File: config.mk
export PLATFORM = sky130hd
export DESIGN_NAME = battery_voltage_filter_soc
export DESIGN_NICKNAME = d
export VERILOG_FILES = /design/src/design/bvf_pkg.sv /design/src/design/bvf_fifo.sv /design/src/design/bvf_front.sv /design/src/design/bvf_back.sv /design/src/design/battery_voltage_filter_soc.sv
export SDC_FILE = /design/constraint.sdc
export NUM_CORES = 1
export LEC_CHECK = 0
export BUFFER_PORTS_ARGS = -buffer_cell sky130_fd_sc_hd__buf_2
export CORE_MARGIN = 2
export CORE_UTILIZATION = 60
export DETAILED_ROUTE_END_ITERATION = 6
export PLACE_DENSITY = 0.77
export SYNTH_ARGS = -nofsm -noshare
export SYNTH_HDL_FRONTEND = slang
export SYNTH_SLANG_ARGS = --single-unit
File: constraint.sdc
create_clock -name clk -period 14.2 [get_ports clk]
set_input_delay 2.13 -clock clk [delete_from_list [all_inputs] [get_ports clk]]
set_output_delay 2.13 -clock clk [all_outputs]
set_load 0.01 [all_outputs]
File: src/design/bvf_pkg.sv
// ----------------------------------------------------------------------------
// bvf_pkg
// Shared types, register indexes and the charge-level tables of the battery
// voltage filter.
// ----------------------------------------------------------------------------
package bvf_pkg;

    localparam int MV_W       = 16;
    localparam int HALF_W     = 15;
    localparam int LVL_W      = 7;
    localparam int SLACK_W    = 8;
    localparam int JUMP_W     = 10;
    localparam int CFG_IDX_W  = 2;
    localparam int CFG_DATA_W = 10;
    localparam int SEG_W      = 4;
    localparam int SPAN_W     = 8;
    localparam int RISE_W     = 4;
    localparam int RECIP_W    = 10;
    localparam int NUM_W      = 12;
    localparam int QUOT_W     = 6;
    localparam int POINT_N    = 16;
    localparam int SEG_N      = 15;

    localparam logic [CFG_IDX_W-1:0] REG_TREND_SLACK = 2'd0;
    localparam logic [CFG_IDX_W-1:0] REG_JUMP_LIMIT  = 2'd1;

    localparam logic [SLACK_W-1:0] TREND_SLACK_RST = 8'd5;
    localparam logic [JUMP_W-1:0]  JUMP_LIMIT_RST  = 10'd20;

    localparam logic [LVL_W-1:0] FULL_LEVEL = 7'd100;
    localparam logic [LVL_W-1:0] EMPTY_LEVEL = 7'd0;

    typedef enum logic [1:0] {
        ST_ACCEPTED = 2'd0,
        ST_TREND    = 2'd1,
        ST_JUMP     = 2'd2
    } status_t;

    // Classified item handed from the front to the level pipeline
    typedef struct packed {
        logic [MV_W-1:0] base_mv;
        logic            level_upd;
        status_t         status;
    } cls_item_t;

    typedef struct packed {
        logic [MV_W-1:0]  reported_mv;
        logic [LVL_W-1:0] charge_level;
        status_t          sample_status;
    } result_t;

    // Open-circuit voltage points (half battery voltage, mV) and their levels
    localparam logic [12:0] SocVolt [POINT_N] = '{
        13'd2800, 13'd2881, 13'd2965, 13'd3048, 13'd3133, 13'd3219, 13'd3306, 13'd3392,
        13'd3477, 13'd3562, 13'd3646, 13'd3729, 13'd3897, 13'd3981, 13'd4066, 13'd4150
    };

    localparam logic [LVL_W-1:0] SocLevel [POINT_N] = '{
        7'd0, 7'd0, 7'd0, 7'd3, 7'd7, 7'd13, 7'd18, 7'd27,
        7'd36, 7'd46, 7'd53, 7'd62, 7'd73, 7'd85, 7'd93, 7'd100
    };

    // Per segment: voltage span, level rise, floor(2^16 / span)
    localparam logic [SPAN_W-1:0] SegSpan [SEG_N] = '{
        8'd81, 8'd84, 8'd83, 8'd85, 8'd86, 8'd87, 8'd86, 8'd85,
        8'd85, 8'd84, 8'd83, 8'd168, 8'd84, 8'd85, 8'd84
    };

    localparam logic [RISE_W-1:0] SegRise [SEG_N] = '{
        4'd0, 4'd0, 4'd3, 4'd4, 4'd6, 4'd5, 4'd9, 4'd9,
        4'd10, 4'd7, 4'd9, 4'd11, 4'd12, 4'd8, 4'd7
    };

    localparam logic [RECIP_W-1:0] SegRecip [SEG_N] = '{
        10'd809, 10'd780, 10'd789, 10'd771, 10'd762, 10'd753, 10'd762, 10'd771,
        10'd771, 10'd780, 10'd789, 10'd390, 10'd780, 10'd771, 10'd780
    };

endpackage

File: src/design/bvf_fifo.sv
// ----------------------------------------------------------------------------
// bvf_fifo
// Small register queue with occupancy count; DEPTH is a power of two.
// ----------------------------------------------------------------------------
module bvf_fifo #(
    parameter int WIDTH = 8,
    parameter int DEPTH = 4
) (
    input  logic                       clk,
    input  logic                       rst_n,
    input  logic                       push,
    input  logic [WIDTH-1:0]           wdata,
    output logic                       full,
    input  logic                       pop,
    output logic [WIDTH-1:0]           rdata,
    output logic                       empty,
    output logic [$clog2(DEPTH+1)-1:0] count
);

    localparam int PTR_W = (DEPTH > 1) ? $clog2(DEPTH) : 1;
    localparam int CNT_W = $clog2(DEPTH + 1);

    logic [WIDTH-1:0] mem_reg [DEPTH];
    logic [PTR_W-1:0] wr_ptr_reg, wr_ptr_next;
    logic [PTR_W-1:0] rd_ptr_reg, rd_ptr_next;
    logic [CNT_W-1:0] count_reg, count_next;
    logic             do_push;
    logic             do_pop;

    assign full    = (count_reg == CNT_W'(DEPTH));
    assign empty   = (count_reg == '0);
    assign count   = count_reg;
    assign rdata   = mem_reg[rd_ptr_reg];
    assign do_push = push && !full;
    assign do_pop  = pop && !empty;

    always_comb
    begin
        wr_ptr_next = wr_ptr_reg;
        rd_ptr_next = rd_ptr_reg;
        count_next  = count_reg;
        if (do_push)
        begin
            wr_ptr_next = (wr_ptr_reg == PTR_W'(DEPTH - 1)) ? '0 : wr_ptr_reg + 1'b1;
        end
        if (do_pop)
        begin
            rd_ptr_next = (rd_ptr_reg == PTR_W'(DEPTH - 1)) ? '0 : rd_ptr_reg + 1'b1;
        end
        if (do_push && !do_pop)
        begin
            count_next = count_reg + 1'b1;
        end
        else if (do_pop && !do_push)
        begin
            count_next = count_reg - 1'b1;
        end
    end

    always_ff @(posedge clk or negedge rst_n)
    begin
        if (!rst_n)
        begin
            wr_ptr_reg <= '0;
            rd_ptr_reg <= '0;
            count_reg  <= '0;
        end
        else
        begin
            wr_ptr_reg <= wr_ptr_next;
            rd_ptr_reg <= rd_ptr_next;
            count_reg  <= count_next;
        end
    end

    always_ff @(posedge clk)
    begin
        if (do_push)
        begin
            mem_reg[wr_ptr_reg] <= wdata;
        end
    end

endmodule

File: src/design/bvf_front.sv
// ----------------------------------------------------------------------------
// bvf_front
// Holds the filter registers and state; classifies each sample and updates
// the previous and base voltages in the cycle the item is accepted.
// ----------------------------------------------------------------------------
module bvf_front
    import bvf_pkg::*;
(
    input  logic                  clk,
    input  logic                  rst_n,
    input  logic                  cfg_we,
    input  logic [CFG_IDX_W-1:0]  cfg_index,
    input  logic [CFG_DATA_W-1:0] cfg_wdata,
    input  logic                  accept,
    input  logic [MV_W-1:0]       sample_mv,
    input  logic                  adapter_present,
    output cls_item_t             item
);

    logic [SLACK_W-1:0] trend_slack_reg;
    logic [JUMP_W-1:0]  jump_limit_reg;
    logic [MV_W-1:0]    previous_mv_reg, previous_mv_next;
    logic [MV_W-1:0]    base_mv_reg, base_mv_next;

    logic               startup;
    logic [MV_W-1:0]    prev_eff;
    logic [MV_W-1:0]    base_eff;
    logic signed [17:0] delta;
    logic signed [17:0] slack_s;
    logic               trend_ok;
    logic [MV_W-1:0]    mag;
    logic               jump;

    // A zeroed state restarts tracking from the current sample
    assign startup  = (previous_mv_reg == '0) || (base_mv_reg == '0);
    assign prev_eff = startup ? sample_mv : previous_mv_reg;
    assign base_eff = startup ? sample_mv : base_mv_reg;

    assign delta    = $signed({2'b00, sample_mv}) - $signed({2'b00, prev_eff});
    assign slack_s  = $signed({10'b0, trend_slack_reg});
    assign trend_ok = adapter_present ? (delta >= -slack_s) : (delta <= slack_s);
    assign mag      = delta[17] ? MV_W'(-delta) : delta[MV_W-1:0];
    assign jump     = (mag > {6'b0, jump_limit_reg});

    always_comb
    begin
        previous_mv_next = prev_eff;
        base_mv_next     = base_eff;
        item.level_upd   = 1'b0;
        item.status      = ST_TREND;
        if (trend_ok)
        begin
            previous_mv_next = sample_mv;
            if (jump)
            begin
                item.status = ST_JUMP;
            end
            else
            begin
                // Wraps at 16 bits
                base_mv_next   = base_eff + delta[MV_W-1:0];
                item.level_upd = 1'b1;
                item.status    = ST_ACCEPTED;
            end
        end
        item.base_mv = base_mv_next;
    end

    always_ff @(posedge clk or negedge rst_n)
    begin
        if (!rst_n)
        begin
            trend_slack_reg <= TREND_SLACK_RST;
            jump_limit_reg  <= JUMP_LIMIT_RST;
            previous_mv_reg <= '0;
            base_mv_reg     <= '0;
        end
        else
        begin
            if (cfg_we)
            begin
                unique case (cfg_index)
                    REG_TREND_SLACK: trend_slack_reg <= cfg_wdata[SLACK_W-1:0];
                    REG_JUMP_LIMIT:  jump_limit_reg  <= cfg_wdata[JUMP_W-1:0];
                    default:         ;
                endcase
            end
            if (accept)
            begin
                previous_mv_reg <= previous_mv_next;
                base_mv_reg     <= base_mv_next;
            end
        end
    end

endmodule

File: src/design/bvf_back.sv
// ----------------------------------------------------------------------------
// bvf_back
// Three-stage level pipeline: segment search and scaled offset, reciprocal
// multiply, remainder correction; keeps the held charge level.
// ----------------------------------------------------------------------------
module bvf_back
    import bvf_pkg::*;
#(
    parameter int OUT_DEPTH = 8
) (
    input  logic                           clk,
    input  logic                           rst_n,
    input  cls_item_t                      in_item,
    input  logic                           in_empty,
    output logic                           in_pop,
    input  logic [$clog2(OUT_DEPTH+1)-1:0] out_count,
    output logic                           out_push,
    output result_t                        out_result
);

    localparam int CNT_W = $clog2(OUT_DEPTH + 1);

    logic [CNT_W+1:0] occupancy;

    logic              a_valid_reg;
    cls_item_t         a_item_reg;
    logic [HALF_W-1:0] a_half;
    logic [SEG_W-1:0]  a_seg;
    logic              a_fixed;
    logic [LVL_W-1:0]  a_fixed_lvl;
    logic [SPAN_W-1:0] a_off;
    logic [NUM_W-1:0]  a_num;

    logic              b_valid_reg;
    cls_item_t         b_item_reg;
    logic              b_fixed_reg;
    logic [LVL_W-1:0]  b_fixed_lvl_reg;
    logic [SEG_W-1:0]  b_seg_reg;
    logic [NUM_W-1:0]  b_num_reg;
    logic [21:0]       b_prod;

    logic              c_valid_reg;
    cls_item_t         c_item_reg;
    logic              c_fixed_reg;
    logic [LVL_W-1:0]  c_fixed_lvl_reg;
    logic [SEG_W-1:0]  c_seg_reg;
    logic [NUM_W-1:0]  c_num_reg;
    logic [QUOT_W-1:0] c_q0_reg;
    logic [13:0]       c_back;
    logic [NUM_W-1:0]  c_rem;
    logic [QUOT_W-1:0] c_quot;
    logic [LVL_W-1:0]  c_sum;
    logic [LVL_W-1:0]  c_calc_lvl;
    logic [LVL_W-1:0]  c_level;

    logic [LVL_W-1:0]  held_level_reg;

    // Issue only when every item in flight has a reserved output slot
    assign occupancy = (CNT_W+2)'(out_count) + (CNT_W+2)'(a_valid_reg)
                     + (CNT_W+2)'(b_valid_reg) + (CNT_W+2)'(c_valid_reg);
    assign in_pop    = !in_empty && (occupancy < (CNT_W+2)'(OUT_DEPTH));

    // Stage A: locate the segment and scale the offset into it
    assign a_half = a_item_reg.base_mv[MV_W-1:1];

    always_comb
    begin
        a_seg = '0;
        for (int k = 1; k < SEG_N; k++)
        begin
            if (a_half >= {2'b00, SocVolt[k]})
            begin
                a_seg = a_seg + 1'b1;
            end
        end
    end

    always_comb
    begin
        a_fixed     = 1'b0;
        a_fixed_lvl = EMPTY_LEVEL;
        if (a_half >= {2'b00, SocVolt[POINT_N-1]})
        begin
            a_fixed     = 1'b1;
            a_fixed_lvl = FULL_LEVEL;
        end
        else if (a_half < {2'b00, SocVolt[0]})
        begin
            a_fixed     = 1'b1;
            a_fixed_lvl = EMPTY_LEVEL;
        end
    end

    assign a_off = SPAN_W'(a_half - {2'b00, SocVolt[a_seg]});
    assign a_num = {8'b0, SegRise[a_seg]} * {4'b0, a_off};

    // Stage B: quotient estimate by reciprocal, low by at most one
    assign b_prod = {10'b0, b_num_reg} * {12'b0, SegRecip[b_seg_reg]};

    // Stage C: correct the estimate, add the segment base level
    assign c_back     = {8'b0, c_q0_reg} * {6'b0, SegSpan[c_seg_reg]};
    assign c_rem      = c_num_reg - c_back[NUM_W-1:0];
    assign c_quot     = (c_rem >= {4'b0, SegSpan[c_seg_reg]}) ? c_q0_reg + 1'b1 : c_q0_reg;
    assign c_sum      = SocLevel[c_seg_reg] + {1'b0, c_quot};
    assign c_calc_lvl = c_fixed_reg ? c_fixed_lvl_reg
                      : ((c_sum > FULL_LEVEL) ? FULL_LEVEL : c_sum);
    // Hold the last level for rejected samples
    assign c_level    = c_item_reg.level_upd ? c_calc_lvl : held_level_reg;

    assign out_push                 = c_valid_reg;
    assign out_result.reported_mv   = c_item_reg.base_mv;
    assign out_result.charge_level  = c_level;
    assign out_result.sample_status = c_item_reg.status;

    always_ff @(posedge clk or negedge rst_n)
    begin
        if (!rst_n)
        begin
            a_valid_reg    <= 1'b0;
            b_valid_reg    <= 1'b0;
            c_valid_reg    <= 1'b0;
            held_level_reg <= '0;
        end
        else
        begin
            a_valid_reg <= in_pop;
            b_valid_reg <= a_valid_reg;
            c_valid_reg <= b_valid_reg;
            if (c_valid_reg)
            begin
                held_level_reg <= c_level;
            end
        end
    end

    always_ff @(posedge clk)
    begin
        a_item_reg      <= in_item;
        b_item_reg      <= a_item_reg;
        b_fixed_reg     <= a_fixed;
        b_fixed_lvl_reg <= a_fixed_lvl;
        b_seg_reg       <= a_seg;
        b_num_reg       <= a_num;
        c_item_reg      <= b_item_reg;
        c_fixed_reg     <= b_fixed_reg;
        c_fixed_lvl_reg <= b_fixed_lvl_reg;
        c_seg_reg       <= b_seg_reg;
        c_num_reg       <= b_num_reg;
        c_q0_reg        <= b_prod[21:16];
    end

endmodule

File: src/design/battery_voltage_filter_soc.sv
// ----------------------------------------------------------------------------
// battery_voltage_filter_soc
// Battery voltage filter with piecewise-linear state-of-charge estimate.
// ----------------------------------------------------------------------------
// The block takes one voltage sample per clock while full is low and
// returns one result item per sample, in order. The front filters the
// sample against the previous sample and the tracked base voltage in the
// cycle it is accepted, so items may be pushed back to back; full rises
// only when the classified-item queue (MID_DEPTH entries) backs up. The
// charge level is computed behind that queue by a three-stage pipeline
// (stages A, B and C), and the output queue (OUT_DEPTH entries) sustains
// one result per cycle while pop is held high.
module battery_voltage_filter_soc
    import bvf_pkg::*;
#(
    parameter int MID_DEPTH = 4,
    parameter int OUT_DEPTH = 8
) (
    input  logic                  clk,
    input  logic                  rst_n,
    input  logic                  cfg_we,
    input  logic [CFG_IDX_W-1:0]  cfg_index,
    input  logic [CFG_DATA_W-1:0] cfg_wdata,
    input  logic                  push,
    output logic                  full,
    input  logic [MV_W-1:0]       sample_mv,
    input  logic                  adapter_present,
    output logic                  empty,
    input  logic                  pop,
    output logic [MV_W-1:0]       reported_mv,
    output logic [LVL_W-1:0]      charge_level,
    output status_t               sample_status
);

    localparam int OUT_CNT_W = $clog2(OUT_DEPTH + 1);

    logic                 accept;
    cls_item_t            front_item;
    cls_item_t            mid_item;
    logic                 mid_empty;
    logic                 mid_pop;
    logic [OUT_CNT_W-1:0] out_count;
    logic                 out_push;
    result_t              back_result;
    result_t              head_result;

    assign accept = push && !full;

    bvf_front u_front (
        .clk             (clk),
        .rst_n           (rst_n),
        .cfg_we          (cfg_we),
        .cfg_index       (cfg_index),
        .cfg_wdata       (cfg_wdata),
        .accept          (accept),
        .sample_mv       (sample_mv),
        .adapter_present (adapter_present),
        .item            (front_item)
    );

    bvf_fifo #(
        .WIDTH ($bits(cls_item_t)),
        .DEPTH (MID_DEPTH)
    ) u_mid_queue (
        .clk   (clk),
        .rst_n (rst_n),
        .push  (accept),
        .wdata (front_item),
        .full  (full),
        .pop   (mid_pop),
        .rdata (mid_item),
        .empty (mid_empty),
        .count ()
    );

    bvf_back #(
        .OUT_DEPTH (OUT_DEPTH)
    ) u_back (
        .clk        (clk),
        .rst_n      (rst_n),
        .in_item    (mid_item),
        .in_empty   (mid_empty),
        .in_pop     (mid_pop),
        .out_count  (out_count),
        .out_push   (out_push),
        .out_result (back_result)
    );

    bvf_fifo #(
        .WIDTH ($bits(result_t)),
        .DEPTH (OUT_DEPTH)
    ) u_out_queue (
        .clk   (clk),
        .rst_n (rst_n),
        .push  (out_push),
        .wdata (back_result),
        .full  (),
        .pop   (pop),
        .rdata (head_result),
        .empty (empty),
        .count (out_count)
    );

    assign reported_mv   = head_result.reported_mv;
    assign charge_level  = head_result.charge_level;
    assign sample_status = head_result.sample_status;

endmodule
==> implementation parameters, run 1 <==
Parameter                              Value

Run status
  Result of the run ... finished clean

Layout
  Final Non-Filler Cells ... 3,084
  Antenna fix cells ... 0
  Number of flip-flops under the largest register name ... 200
  Total of fill cells in the finished design ... ~3,400
  Sequential standard cell area ... 12,210 um2
  Share of final-layout standard cells stronger than drive strength 1 ... 0.1465
  Nets ... approximately 2,800
  Area added between synthesis and finish ... 9.002%
  Area occupied by multi-input gates ... 15,000 um2

Timing
  Count of final setup violators ... 0
  Minimum setup slack in the final design ... about 1.2 ns
  Setup repair after global routing missed its margin ... no
  Final critical-path required period ... 13.01 ns
  Final total negative setup slack ... 0 ns
  Fin Clk Skew ... approximately 0.045 ns
  Tightest slew margin relative to the limit ... 0.1496
  Total count of max-transition violations in the final report ... 0
  Slew at the pin with the worst max-slew slack ... between 1 and 1.5 ns
  Final count of hold timing violations ... 0
  Achievable frequency ... between 70 and 80 MHz
  Final period utilization ... 0.9163

Synthesis
  Number of distinct library cells after synthesis ... between 90 and 100
  Summed instance area of the synthesized netlist ... approximately 28,000 um2
  Synth Net Count ... around 2,800
  Area share of the largest cell type after synthesis ... 0.2925
  Post-synthesis sequential area ratio ... 0.4306
  Share of flip-flops with an asynchronous set or reset ... 0.1704
  Cell taking the most area after synthesis ... sky130_fd_sc_hd__edfxtp_1
  Synthesized flop and latch total ... around 450
  Number of instances in the synthesized netlist ... 2,389
  Mean instance size in the synthesized netlist ... around 12 um2
  EDFF count, synth ... ~280
  Yosys Warn Count ... 0
  Cell types with the largest area share after synthesis ... sky130_fd_sc_hd__edfxtp_1 29%, sky130_fd_sc_hd__ha_1 11%, sky130_fd_sc_hd__fa_1 8.8%
  Synth Flop Type ... sky130_fd_sc_hd__edfxtp_1

Die
  Initial cell density of the core ... 0.6087
  Cell Rows ... slightly below 80
  Overall die area ... 48,990 um2
  I/O pin count ... 61
  Die Width ... roughly 220 um
  Die span in y ... 221.3 um
  Standard cell core area ... between 40,000 and 50,000 um2

Clock tree
  Cts bufs inserted ... 47
  Number of hold-repair buffers added at the cts stage ... 0
  CTS tree ... done
  Root Buffer ... sky130_fd_sc_hd__clkbuf_16
  Later-pin clock latency in the skew report ... a little under 0.6 ns
  # clock sinks ... 452
  Maximum level of the CTS H-tree ... 2
  CTS clk-pin slew, worst paths ... approximately 0.070 ns
  Number of buffers on the longest clock path ... 3

Routing
  Total routed wirelength ... about 60,000 um
  Via/cell ratio ... 5.966
  Number of nets with antenna violations after routing ... 0
  Post-detailed-route DRC marker count ... 0
  Drt first-iter violations ... about 1,200
  DR vias ... 18,400
  Iteration count of the initial detailed-routing pass ... 7
  Routed WL per cell ... ~19 um

Global routing
  Peak-usage layer in the global routing report ... met2
  Total congestion overflow after global routing ... 0
  Wire length of the first global-routing pass ... around 99,000 um
  Via count of the first global-routing pass ... between 15,000 and 20,000
  Antenna violations before repair ... 1
  Pin count of the biggest net entering global routing ... slightly below 80
  M1 GR Usage ... 0.3270
  Met2 GRT Util ... 0.4355
  Met3 track utilization from global routing ... 0.03227
  GRT Resource Usage Total ... 0.2486

Place
  Worst setup slack before clock tree synthesis ... approximately 1.2 ns
  I/O Buffers ... 60
  Number of placed instances, taps included ... 2,997
  Placed wire-length estimate ... between 40,000 and 50,000 um
  RD Place Congestion ... 0.9192

Worst setup path
  Worst Setup Path Type ... reg2reg
  Type of element capturing the critical path ... register
  Biggest cell delay along the critical path ... slightly above 0.6 ns
  Sort of element at the start of the critical path ... register
  Data arrival time of the critical path ... between 10 and 15 ns
  Maximum net fanout on the critical path ... 20
  Required time of the critical path ... between 10 and 15 ns
  Number of cell instances on the worst register-to-register path ... 53
  Critical Path Most Common Cell ... sky130_fd_sc_hd__ha_1
  Slowest library cell on the worst path ... sky130_fd_sc_hd__dfxtp_1

Worst hold path
  Min-delay worst type ... reg2reg
  Number of cells on the worst hold path ... 0

Flow run
  Max capacitance violation total ... 0
[layout make-up]
| type | instances | share of cell area |
|---|---|---|
| clock buffer | 66 | 0.04297 |
| clock inverter | 21 | 0.009518 |
| inverter | 230 | 0.02795 |
| multi-input combinational | 1630 | 0.4856 |
| sequential | 452 | 0.3952 |
| tap | 607 | 0.02459 |
| timing repair buffer | 78 | 0.01418 |
[what timing repair did]
item,4_1_cts,5_1_grt
setup endpoints to repair,0,1
setup buffers,0,0
gates resized for setup,0,3
[routing by layer]
metal  part of all wire  vias up
met5                  0        -
met4              0.021        0
met3              0.048       99
met2               0.51      462
met1               0.42     9230
li1                   -     8608
[critical path: cells and delay by family (launching register included)]
kind / cells / cell delay (ns)
compound gates: 19 / 4.49
xor+xnor: 9 / 2.31
fa+ha+maj: 11 / 3.96
buf+inv: 4 / 0.39
flops: 1 / 0.61
mux: 1 / 0.08
simple gates: 9 / 1.05
[kinds of logic (layout without fill, tap and decap cells)]
| logic type | after synthesis | count (layout) | synth area share |
|---|---|---|---|
| AOI/OAI and AO/OA | 380 | 380 | 0.08998 |
| muxes | 188 | 188 | 0.1015 |
| buffers and inverters | 307 | 395 | 0.04155 |
| and+or+nand+nor | 564 | 564 | 0.09859 |
| DFF | 452 | 452 | 0.4306 |
| xor gates and xnor gates | 136 | 136 | 0.04517 |
| adders and majority gates | 362 | 362 | 0.1927 |
[worst paths after layout]
check	startpoint	to	slack (ns)
max reg2reg	u_back.a_half[4]$_DFF_P_	u_back.b_num_reg[11]$_DFF_P_	1.19
min reg2reg	u_back.a_item_reg[3]$_DFF_P_	u_back.b_item_reg[3]$_DFF_P_	0.31
min	u_back.a_item_reg[3]$_DFF_P_	u_back.b_item_reg[3]$_DFF_P_	0.31
max	u_back.a_half[4]$_DFF_P_	u_back.b_num_reg[11]$_DFF_P_	1.19
max in group asynchronous	rst_n	u_out_queue.rd_ptr_reg[0]$_DFFE_PN0P_	11.66
min in group asynchronous	rst_n	u_front.previous_mv_reg[12]$_DFFE_PN0P_	1.75
[layout by cell type, fill, tap and decap left out, types with 31 or more instances in the layout]
master	synthesis	layout
sky130_fd_sc_hd__buf_2	14	59
sky130_fd_sc_hd__nor2b_1	31	31
sky130_fd_sc_hd__mux2_2	92	92
sky130_fd_sc_hd__inv_1	229	229
sky130_fd_sc_hd__edfxtp_1	276	276
sky130_fd_sc_hd__nor2_1	97	91
sky130_fd_sc_hd__a21oi_1	90	90
sky130_fd_sc_hd__ha_1	238	238
sky130_fd_sc_hd__o21ai_0	90	90
sky130_fd_sc_hd__fa_1	124	124
sky130_fd_sc_hd__nand2b_1	34	34
sky130_fd_sc_hd__mux4_2	70	70
sky130_fd_sc_hd__dfxtp_1	99	98
sky130_fd_sc_hd__a21o_1	40	40
sky130_fd_sc_hd__clkbuf_16	0	47
sky130_fd_sc_hd__xor2_1	39	39
sky130_fd_sc_hd__xnor2_1	90	90
sky130_fd_sc_hd__dfrtp_1	73	71
sky130_fd_sc_hd__and2_1	55	55
sky130_fd_sc_hd__nand3_1	31	31
sky130_fd_sc_hd__nand2_1	204	204
[cells in the mapped netlist (34+ instances only)]
cell type,number
sky130_fd_sc_hd__xnor2_1,90
sky130_fd_sc_hd__mux2_2,92
sky130_fd_sc_hd__o21ai_0,90
sky130_fd_sc_hd__ha_1,238
sky130_fd_sc_hd__and2_1,55
sky130_fd_sc_hd__dfrtp_1,73
sky130_fd_sc_hd__nor2_1,97
sky130_fd_sc_hd__a21o_1,40
sky130_fd_sc_hd__a21oi_1,90
sky130_fd_sc_hd__fa_1,124
sky130_fd_sc_hd__mux4_2,70
sky130_fd_sc_hd__xor2_1,39
sky130_fd_sc_hd__edfxtp_1,276
sky130_fd_sc_hd__nand2b_1,34
sky130_fd_sc_hd__clkbuf_1,41
sky130_fd_sc_hd__nand2_1,204
sky130_fd_sc_hd__inv_1,229
sky130_fd_sc_hd__dfxtp_1,99
[stage by stage]
stage               hold slack [ns]  utilization  cell area (um2)
finish                       0.3142       0.6635            30890
global placement             0.3134       0.6283            29250
floorplan                    0.3096            -            28340
CTS                          0.3167       0.6632            30870
global route                 0.3283       0.6635            30890
detailed placement           0.3136       0.6283            29250
Power of run 1 is not shown: default switching activity piles up to over one toggle a cycle in this logic, so the estimate is an artifact.
==> run 2: changes to the inputs <==
--- a/config.mk
+++ b/config.mk
@@ -5,11 +5,10 @@
 export SDC_FILE = /design/constraint.sdc
 export NUM_CORES = 1
 export LEC_CHECK = 0
-export BUFFER_PORTS_ARGS = -buffer_cell sky130_fd_sc_hd__buf_2
+export BUFFER_PORTS_ARGS = -buffer_cell sky130_fd_sc_hd__buf_4
 export CORE_MARGIN = 2
-export CORE_UTILIZATION = 60
+export CORE_UTILIZATION = 35
 export DETAILED_ROUTE_END_ITERATION = 6
-export PLACE_DENSITY = 0.77
 export SYNTH_ARGS = -nofsm -noshare
 export SYNTH_HDL_FRONTEND = slang
 export SYNTH_SLANG_ARGS = --single-unit
==> run 2 against run 1 <==
Against the previous run: the flow now finishes with violations (DRC); clock-buffer cell count down 2; design area grew 2.3%; routed wire length is 1.2% higher; critical path type unchanged; largest cell class unchanged.
==> implementation parameters, run 2 (synthesized netlist as in run 1, its figures left out) <==
Parameter                              Value

Worst setup path
  Required time of the critical path ... 14.71 ns (+0.02 ns)
  Type of element capturing the critical path ... register
  Slowest library cell on the worst path ... sky130_fd_sc_hd__dfxtp_1
  Biggest cell delay along the critical path ... 0.63 ns (+0.02 ns)
  Critical Path Most Common Cell ... sky130_fd_sc_hd__ha_1
  Data arrival time of the critical path ... 13.59 ns (+0.09 ns)
  Maximum net fanout on the critical path ... 28 (+40%)
  Worst Setup Path Type ... reg2reg
  Sort of element at the start of the critical path ... register

Place
  I/O Buffers ... 60 (unchanged)
  RD Place Congestion ... 0.8897 (-3.2%)
  Number of placed instances, taps included ... 3,452 (+15%)
  Placed wire-length estimate ... 43,560 um (+1.8%)
  Worst setup slack before clock tree synthesis ... 1.044 ns (-0.1334 ns)

Timing
  Tightest slew margin relative to the limit ... 0.1942 (+0.04456)
  Fin Clk Skew ... 0.02628 ns (-0.01830 ns)
  Achievable frequency ... 76.48 MHz (-0.49%)
  Count of final setup violators ... 0 (unchanged)
  Minimum setup slack in the final design ... 1.125 ns (-0.06412 ns)
  Slew at the pin with the worst max-slew slack ... 1.209 ns (-0.06685 ns)
  Final count of hold timing violations ... 0 (unchanged)
  Setup repair after global routing missed its margin ... no
  Total count of max-transition violations in the final report ... 0 (unchanged)
  Final period utilization ... 0.9208 (+0.004515)
  Final critical-path required period ... 13.08 ns (+0.06412 ns)
  Final total negative setup slack ... 0 ns (unchanged)

Global routing
  Antenna violations before repair ... 1 (unchanged)
  Pin count of the biggest net entering global routing ... 58 (-26%)
  GRT Resource Usage Total ... 0.1491 (-0.09944)
  Wire length of the first global-routing pass ... 99,930 um (+1.2%)
  Via count of the first global-routing pass ... 19,020 (+0.15%)
  Total congestion overflow after global routing ... 0 (unchanged)

Routing
  Number of nets with antenna violations after routing ... 0 (unchanged)
  DR vias ... 18,040 (-2.0%)
  Iteration count of the initial detailed-routing pass ... 7 (unchanged)
  Routed WL per cell ... 17.06 um (-12%)
  Via/cell ratio ... 5.092 (-15%)
  Total routed wirelength ... 60,430 um (+1.2%)
  Drt first-iter violations ... 1,131 (-5.9%)
  Post-detailed-route DRC marker count ... 21 (+21)

Die
  Overall die area ... 83,260 um2 (+70%)
  Standard cell core area ... 80,290 um2 (+72%)
  Cell Rows ... 104 (+32%)
  Initial cell density of the core ... 0.3530 (-0.2557)
  Die Width ... 288.6 um (+30%)
  Die span in y ... 288.6 um (+30%)
  I/O pin count ... 61 (unchanged)

Layout
  Number of flip-flops under the largest register name ... 200 (unchanged)
  Area added between synthesis and finish ... 11.55%
  Total of fill cells in the finished design ... 7,584 (+130%)
  Utilization after layout ... 0.3937 (-0.2698)
  Share of final-layout standard cells stronger than drive strength 1 ... 0.1463 (-0.0002952)
  Nets ... 2,838 (+0.11%)
  Final Non-Filler Cells ... 3,542 (+15%)
  Leading cell type in the layout, fill and taps excluded ... sky130_fd_sc_hd__edfxtp_1
  Antenna fix cells ... 0 (unchanged)
  Most frequent cells in the layout ... 276 x sky130_fd_sc_hd__edfxtp_1, 238 x sky130_fd_sc_hd__ha_1, 229 x sky130_fd_sc_hd__inv_1

Run status
  Failing checks ... DRC
  Result of the run ... finished, violations left

Clock tree
  # clock sinks ... 452 (unchanged)
  Post-CTS setup buffer count ... 0 (unchanged)
  Number of buffers on the longest clock path ... 3 (unchanged)
  Root Buffer ... sky130_fd_sc_hd__clkbuf_16
  Cts bufs inserted ... 48 (+2.1%)
  CTS tree ... done
  Maximum level of the CTS H-tree ... 2 (unchanged)
  CTS clk-pin slew, worst paths ... 0.07 ns (about the same)
  Number of hold-repair buffers added at the cts stage ... 0 (unchanged)
  Later-pin clock latency in the skew report ... 0.59 ns (about the same)

Flow run
  Max capacitance violation total ... 0 (unchanged)

Worst hold path
  Min-delay worst type ... reg2reg
==> run 2: path summary, 6_finish.rpt <==
kind,startpoint,end,slack [ns],depth (start not counted)
max reg2reg,u_back.a_half[4]$_DFF_P_,u_back.b_num_reg[11]$_DFF_P_,1.13,51
max,u_back.a_half[4]$_DFF_P_,u_back.b_num_reg[11]$_DFF_P_,1.13,51
min reg2reg,u_back.a_item_reg[1]$_DFF_P_,u_back.b_item_reg[1]$_DFF_P_,0.32,0
min,u_back.a_item_reg[1]$_DFF_P_,u_back.b_item_reg[1]$_DFF_P_,0.32,0
max in group asynchronous,rst_n,u_out_queue.rd_ptr_reg[0]$_DFFE_PN0P_,11.53,2
min in group asynchronous,rst_n,u_front.previous_mv_reg[4]$_DFFE_PN0P_,1.42,1
==> run 2: what timing repair did <==
item | in CTS | in global routing
hold endpoints to repair | 0 | 0
resized for setup | 0 | 1
endpoints found under the setup margin | 0 | 1
==> run 2: cell type report <==
class                           count  area, um2  area share
Clock buffer                       64       1303     0.04120
Inverter                          230      863.3     0.02731
Tap cell                         1060       1326     0.04195
Sequential cell                   452      12210      0.3862
Multi-Input combinational cell   1630      15000      0.4744
Timing Repair Buffer               80      600.6     0.01900
Clock inverter                     26      315.3    0.009974
==> run 2: worst max-delay path, delay by kind of cell, from the launching register on <==
| family | cells | cell delay (ns) |
|---|---|---|
| xor gates and xnor gates | 9 | 2.33 |
| DFF | 1 | 0.63 |
| adders and majority gates | 11 | 3.96 |
| muxes | 1 | 0.08 |
| AOI/OAI and AO/OA | 19 | 4.50 |
| and+or+nand+nor | 8 | 1.13 |
| buffers and inverters | 3 | 0.37 |
==> run 2: layer usage <==
| layer | vias to the layer above | share of wire | GRT usage |
|---|---|---|---|
| met5 | - | 0 | 0 |
| met3 | 78 | 0.040 | 0.02006 |
| li1 | 8615 | - | - |
| met4 | 0 | 0.015 | 0.03316 |
| met2 | 369 | 0.48 | 0.2558 |
| met1 | 8973 | 0.46 | 0.2008 |
==> run 2: per-stage QoR <==
step,area [um2],hold WS (ns)
after global placement,29980,0.3131
after detailed placement,29980,0.3121
final,31610,0.3208
after floorplan,28340,0.3096
after CTS,31600,0.3258
after global routing,31610,0.3284
Power of run 2 is left out for the same reason.
==> run 3: changes to the inputs <==
--- a/config.mk
+++ b/config.mk
@@ -9,6 +9,7 @@
 export CORE_MARGIN = 2
 export CORE_UTILIZATION = 35
 export DETAILED_ROUTE_END_ITERATION = 6
+export GPL_TIMING_DRIVEN = 0
 export SYNTH_ARGS = -nofsm -noshare
 export SYNTH_HDL_FRONTEND = slang
 export SYNTH_SLANG_ARGS = --single-unit
==> run 3 against run 2 <==
Against the previous run: the run now ends clean; cell count increased by 1.8%; global-route usage increased by 0.29 points; core utilization increased by 0.38 points; clock-buffer cell count unchanged; clock skew increased by 0.013 ns; highest routed layer unchanged.
==> implementation parameters, run 3 (synthesized netlist as in run 1, its figures left out) <==
Parameter                              Value

Clock tree
  # clock sinks ... 452 (unchanged)
  CTS tree ... done
  Number of hold-repair buffers added at the cts stage ... 0 (unchanged)
  Root Buffer ... sky130_fd_sc_hd__clkbuf_16
  Later-pin clock latency in the skew report ... 0.61 ns (+0.02 ns)
  Number of buffers on the longest clock path ... 3 (unchanged)
  Maximum level of the CTS H-tree ... 2 (unchanged)
  Cts bufs inserted ... 48 (unchanged)
  CTS clk-pin slew, worst paths ... 0.06 ns (about the same)

Timing
  Final period utilization ... 0.9366 (+0.01579)
  Setup repair after global routing missed its margin ... no
  Final count of hold timing violations ... 0 (unchanged)
  Final total negative setup slack ... 0 ns (unchanged)
  Slew at the pin with the worst max-slew slack ... 1.109 ns (-0.09943 ns)
  Tightest slew margin relative to the limit ... 0.2605 (+0.06628)
  Minimum setup slack in the final design ... 0.9008 ns (-0.2242 ns)
  Fin Clk Skew ... 0.03957 ns (+0.01330 ns)
  Final critical-path required period ... 13.30 ns (+0.2242 ns)
  Count of final setup violators ... 0 (unchanged)
  Achievable frequency ... 75.19 MHz (-1.7%)
  Total count of max-transition violations in the final report ... 0 (unchanged)

Worst setup path
  Endpoint of the most critical register-to-register path ... u_back.b_num_reg[11]$_DFF_P_
  Worst Setup Path Type ... reg2reg
  CP endpoint ... u_back.b_num_reg[11]$_DFF_P_
  Data arrival time of the critical path ... 13.81 ns (+0.22 ns)
  Number of cell instances on the worst register-to-register path ... 56 (+9.8%)
  Slowest library cell on the worst path ... sky130_fd_sc_hd__dfxtp_1
  Required time of the critical path ... 14.71 ns (about the same)
  Crit. Startpoint ... u_back.a_half[6]$_DFF_P_
  Biggest cell delay along the critical path ... 0.58 ns (-0.05 ns)
  Maximum net fanout on the critical path ... 10 (-64%)
  Worst flop-to-flop path startpoint ... u_back.a_half[6]$_DFF_P_
  Type of element capturing the critical path ... register
  Sort of element at the start of the critical path ... register
  R2R setup slack ... 0.90 ns (-0.22 ns)
  Critical Path Most Common Cell ... sky130_fd_sc_hd__ha_1

Place
  Worst setup slack before clock tree synthesis ... 0.6717 ns (-0.3722 ns)
  Placed wire-length estimate ... 46,510 um (+6.8%)
  RD Place Congestion ... 0.8755 (-1.6%)
  Number of placed instances, taps included ... 3,517 (+1.9%)
  I/O Buffers ... 60 (unchanged)

Global routing
  Wire length of the first global-routing pass ... 101,500 um (+1.5%)
  Total congestion overflow after global routing ... 0 (unchanged)
  Via count of the first global-routing pass ... 19,250 (+1.2%)
  Antenna violations before repair ... 0 (-1)
  Pin count of the biggest net entering global routing ... 78 (+34%)
  GRT Resource Usage Total ... 0.1520 (+0.002873)

Routing
  DR vias ... 18,320 (+1.6%)
  Routed WL per cell ... 17.13 um (+0.41%)
  Number of nets with antenna violations after routing ... 0 (unchanged)
  Iteration count of the initial detailed-routing pass ... 7 (unchanged)
  Drt first-iter violations ... 1,193 (+5.5%)
  Total routed wirelength ... 61,790 um (+2.2%)
  Via/cell ratio ... 5.080 (-0.24%)
  Post-detailed-route DRC marker count ... 0 (-100%)

Layout
  Most frequent cells in the layout ... 276 x sky130_fd_sc_hd__edfxtp_1, 238 x sky130_fd_sc_hd__ha_1, 229 x sky130_fd_sc_hd__inv_1
  Area added between synthesis and finish ... 12.61%
  Utilization after layout ... 0.3975 (+0.003755)
  Share of final-layout standard cells stronger than drive strength 1 ... 0.1453 (-0.0009841)
  Total of fill cells in the finished design ... 7,521 (-0.83%)
  Nets ... 2,904 (+2.3%)
  Number of flip-flops under the largest register name ... 200 (unchanged)
  Leading cell type in the layout, fill and taps excluded ... sky130_fd_sc_hd__edfxtp_1
  Final Non-Filler Cells ... 3,607 (+1.8%)
  Antenna fix cells ... 0 (unchanged)

Die
  Overall die area ... 83,260 um2 (unchanged)
  Standard cell core area ... 80,290 um2 (unchanged)
  I/O pin count ... 61 (unchanged)
  Cell Rows ... 104 (unchanged)
  Die Width ... 288.6 um (unchanged)
  Initial cell density of the core ... 0.3530 (unchanged)
  Die span in y ... 288.6 um (unchanged)

Flow run
  Max capacitance violation total ... 0 (unchanged)

Worst hold path
  Origin of the worst min-delay path ... u_back.b_item_reg[18]$_DFF_P_
  Min-delay worst type ... reg2reg

Run status
  Result of the run ... finished clean
## run 3: cell types whose count changed in the layout (fill, tap and decap cells not counted), sizes merged
cell	change
buf	+26
inv	+4
bufinv	-2
clkinvlp	-3
clkbuf	+40
## run 3: cell type report
class	count	area (um2)	share of cell area
multi-input combinational	1630	15030	0.4709
sequential	452	12200	0.3823
tap	1060	1326	0.04156
clock buffer	64	1291	0.04046
inverter	230	863.3	0.02705
timing repair buffer	70	583.1	0.01827
clock inverter	25	310.3	0.009723
buffer	76	310.3	0.009723
## run 3: stage by stage
| step | instance area, um2 | hold slack, ns |
|---|---|---|
| after CTS | 31890 | 0.3240 |
| final | 31910 | 0.3245 |
| after detailed placement | 30290 | 0.3128 |
| after global routing | 31910 | 0.3212 |
| after floorplan | 28340 | 0.3096 |
| after global placement | 30120 | 0.3119 |
## run 3: what timing repair did
item,in CTS,in global routing
setup endpoints to repair,0,4
resized for setup,0,2
buffers inserted,0,2
## run 3: worst max-delay path, delay by kind of cell (launching register included)
family	cells	cell delay, ns
AOI/OAI and AO/OA	24	4.58
adders and majority gates	12	4.17
and+or+nand+nor	7	1.30
muxes	3	1.01
xor gates and xnor gates	6	0.91
buffers and inverters	4	0.68
DFF	1	0.58
## run 3: metal layers
| metal | up-vias | wire length [um] | GRT usage |
|---|---|---|---|
| li1 | 8750 | - | - |
| met1 | 9122 | 27840 | 0.2027 |
| met2 | 373 | 30470 | 0.2619 |
| met3 | 77 | 2371 | 0.01951 |
| met4 | 0 | 1099 | 0.03769 |
| met5 | - | 0 | 0 |
## run 3: worst min path at each step
stage	cells after the start	endpoint	slack, ns
finish	0	u_back.out_result[24]$_DFF_P_	0.32
global route	0	u_back.out_result[24]$_DFF_P_	0.32
CTS	0	u_back.out_result[24]$_DFF_P_	0.32
detailed placement	0	u_back.out_result[12]$_DFF_P_	0.31
global placement	0	u_back.out_result[14]$_DFF_P_	0.31
floorplan	0	u_back.b_item_reg[0]$_DFF_P_	0.31
Power of run 3 is left out for the same reason.
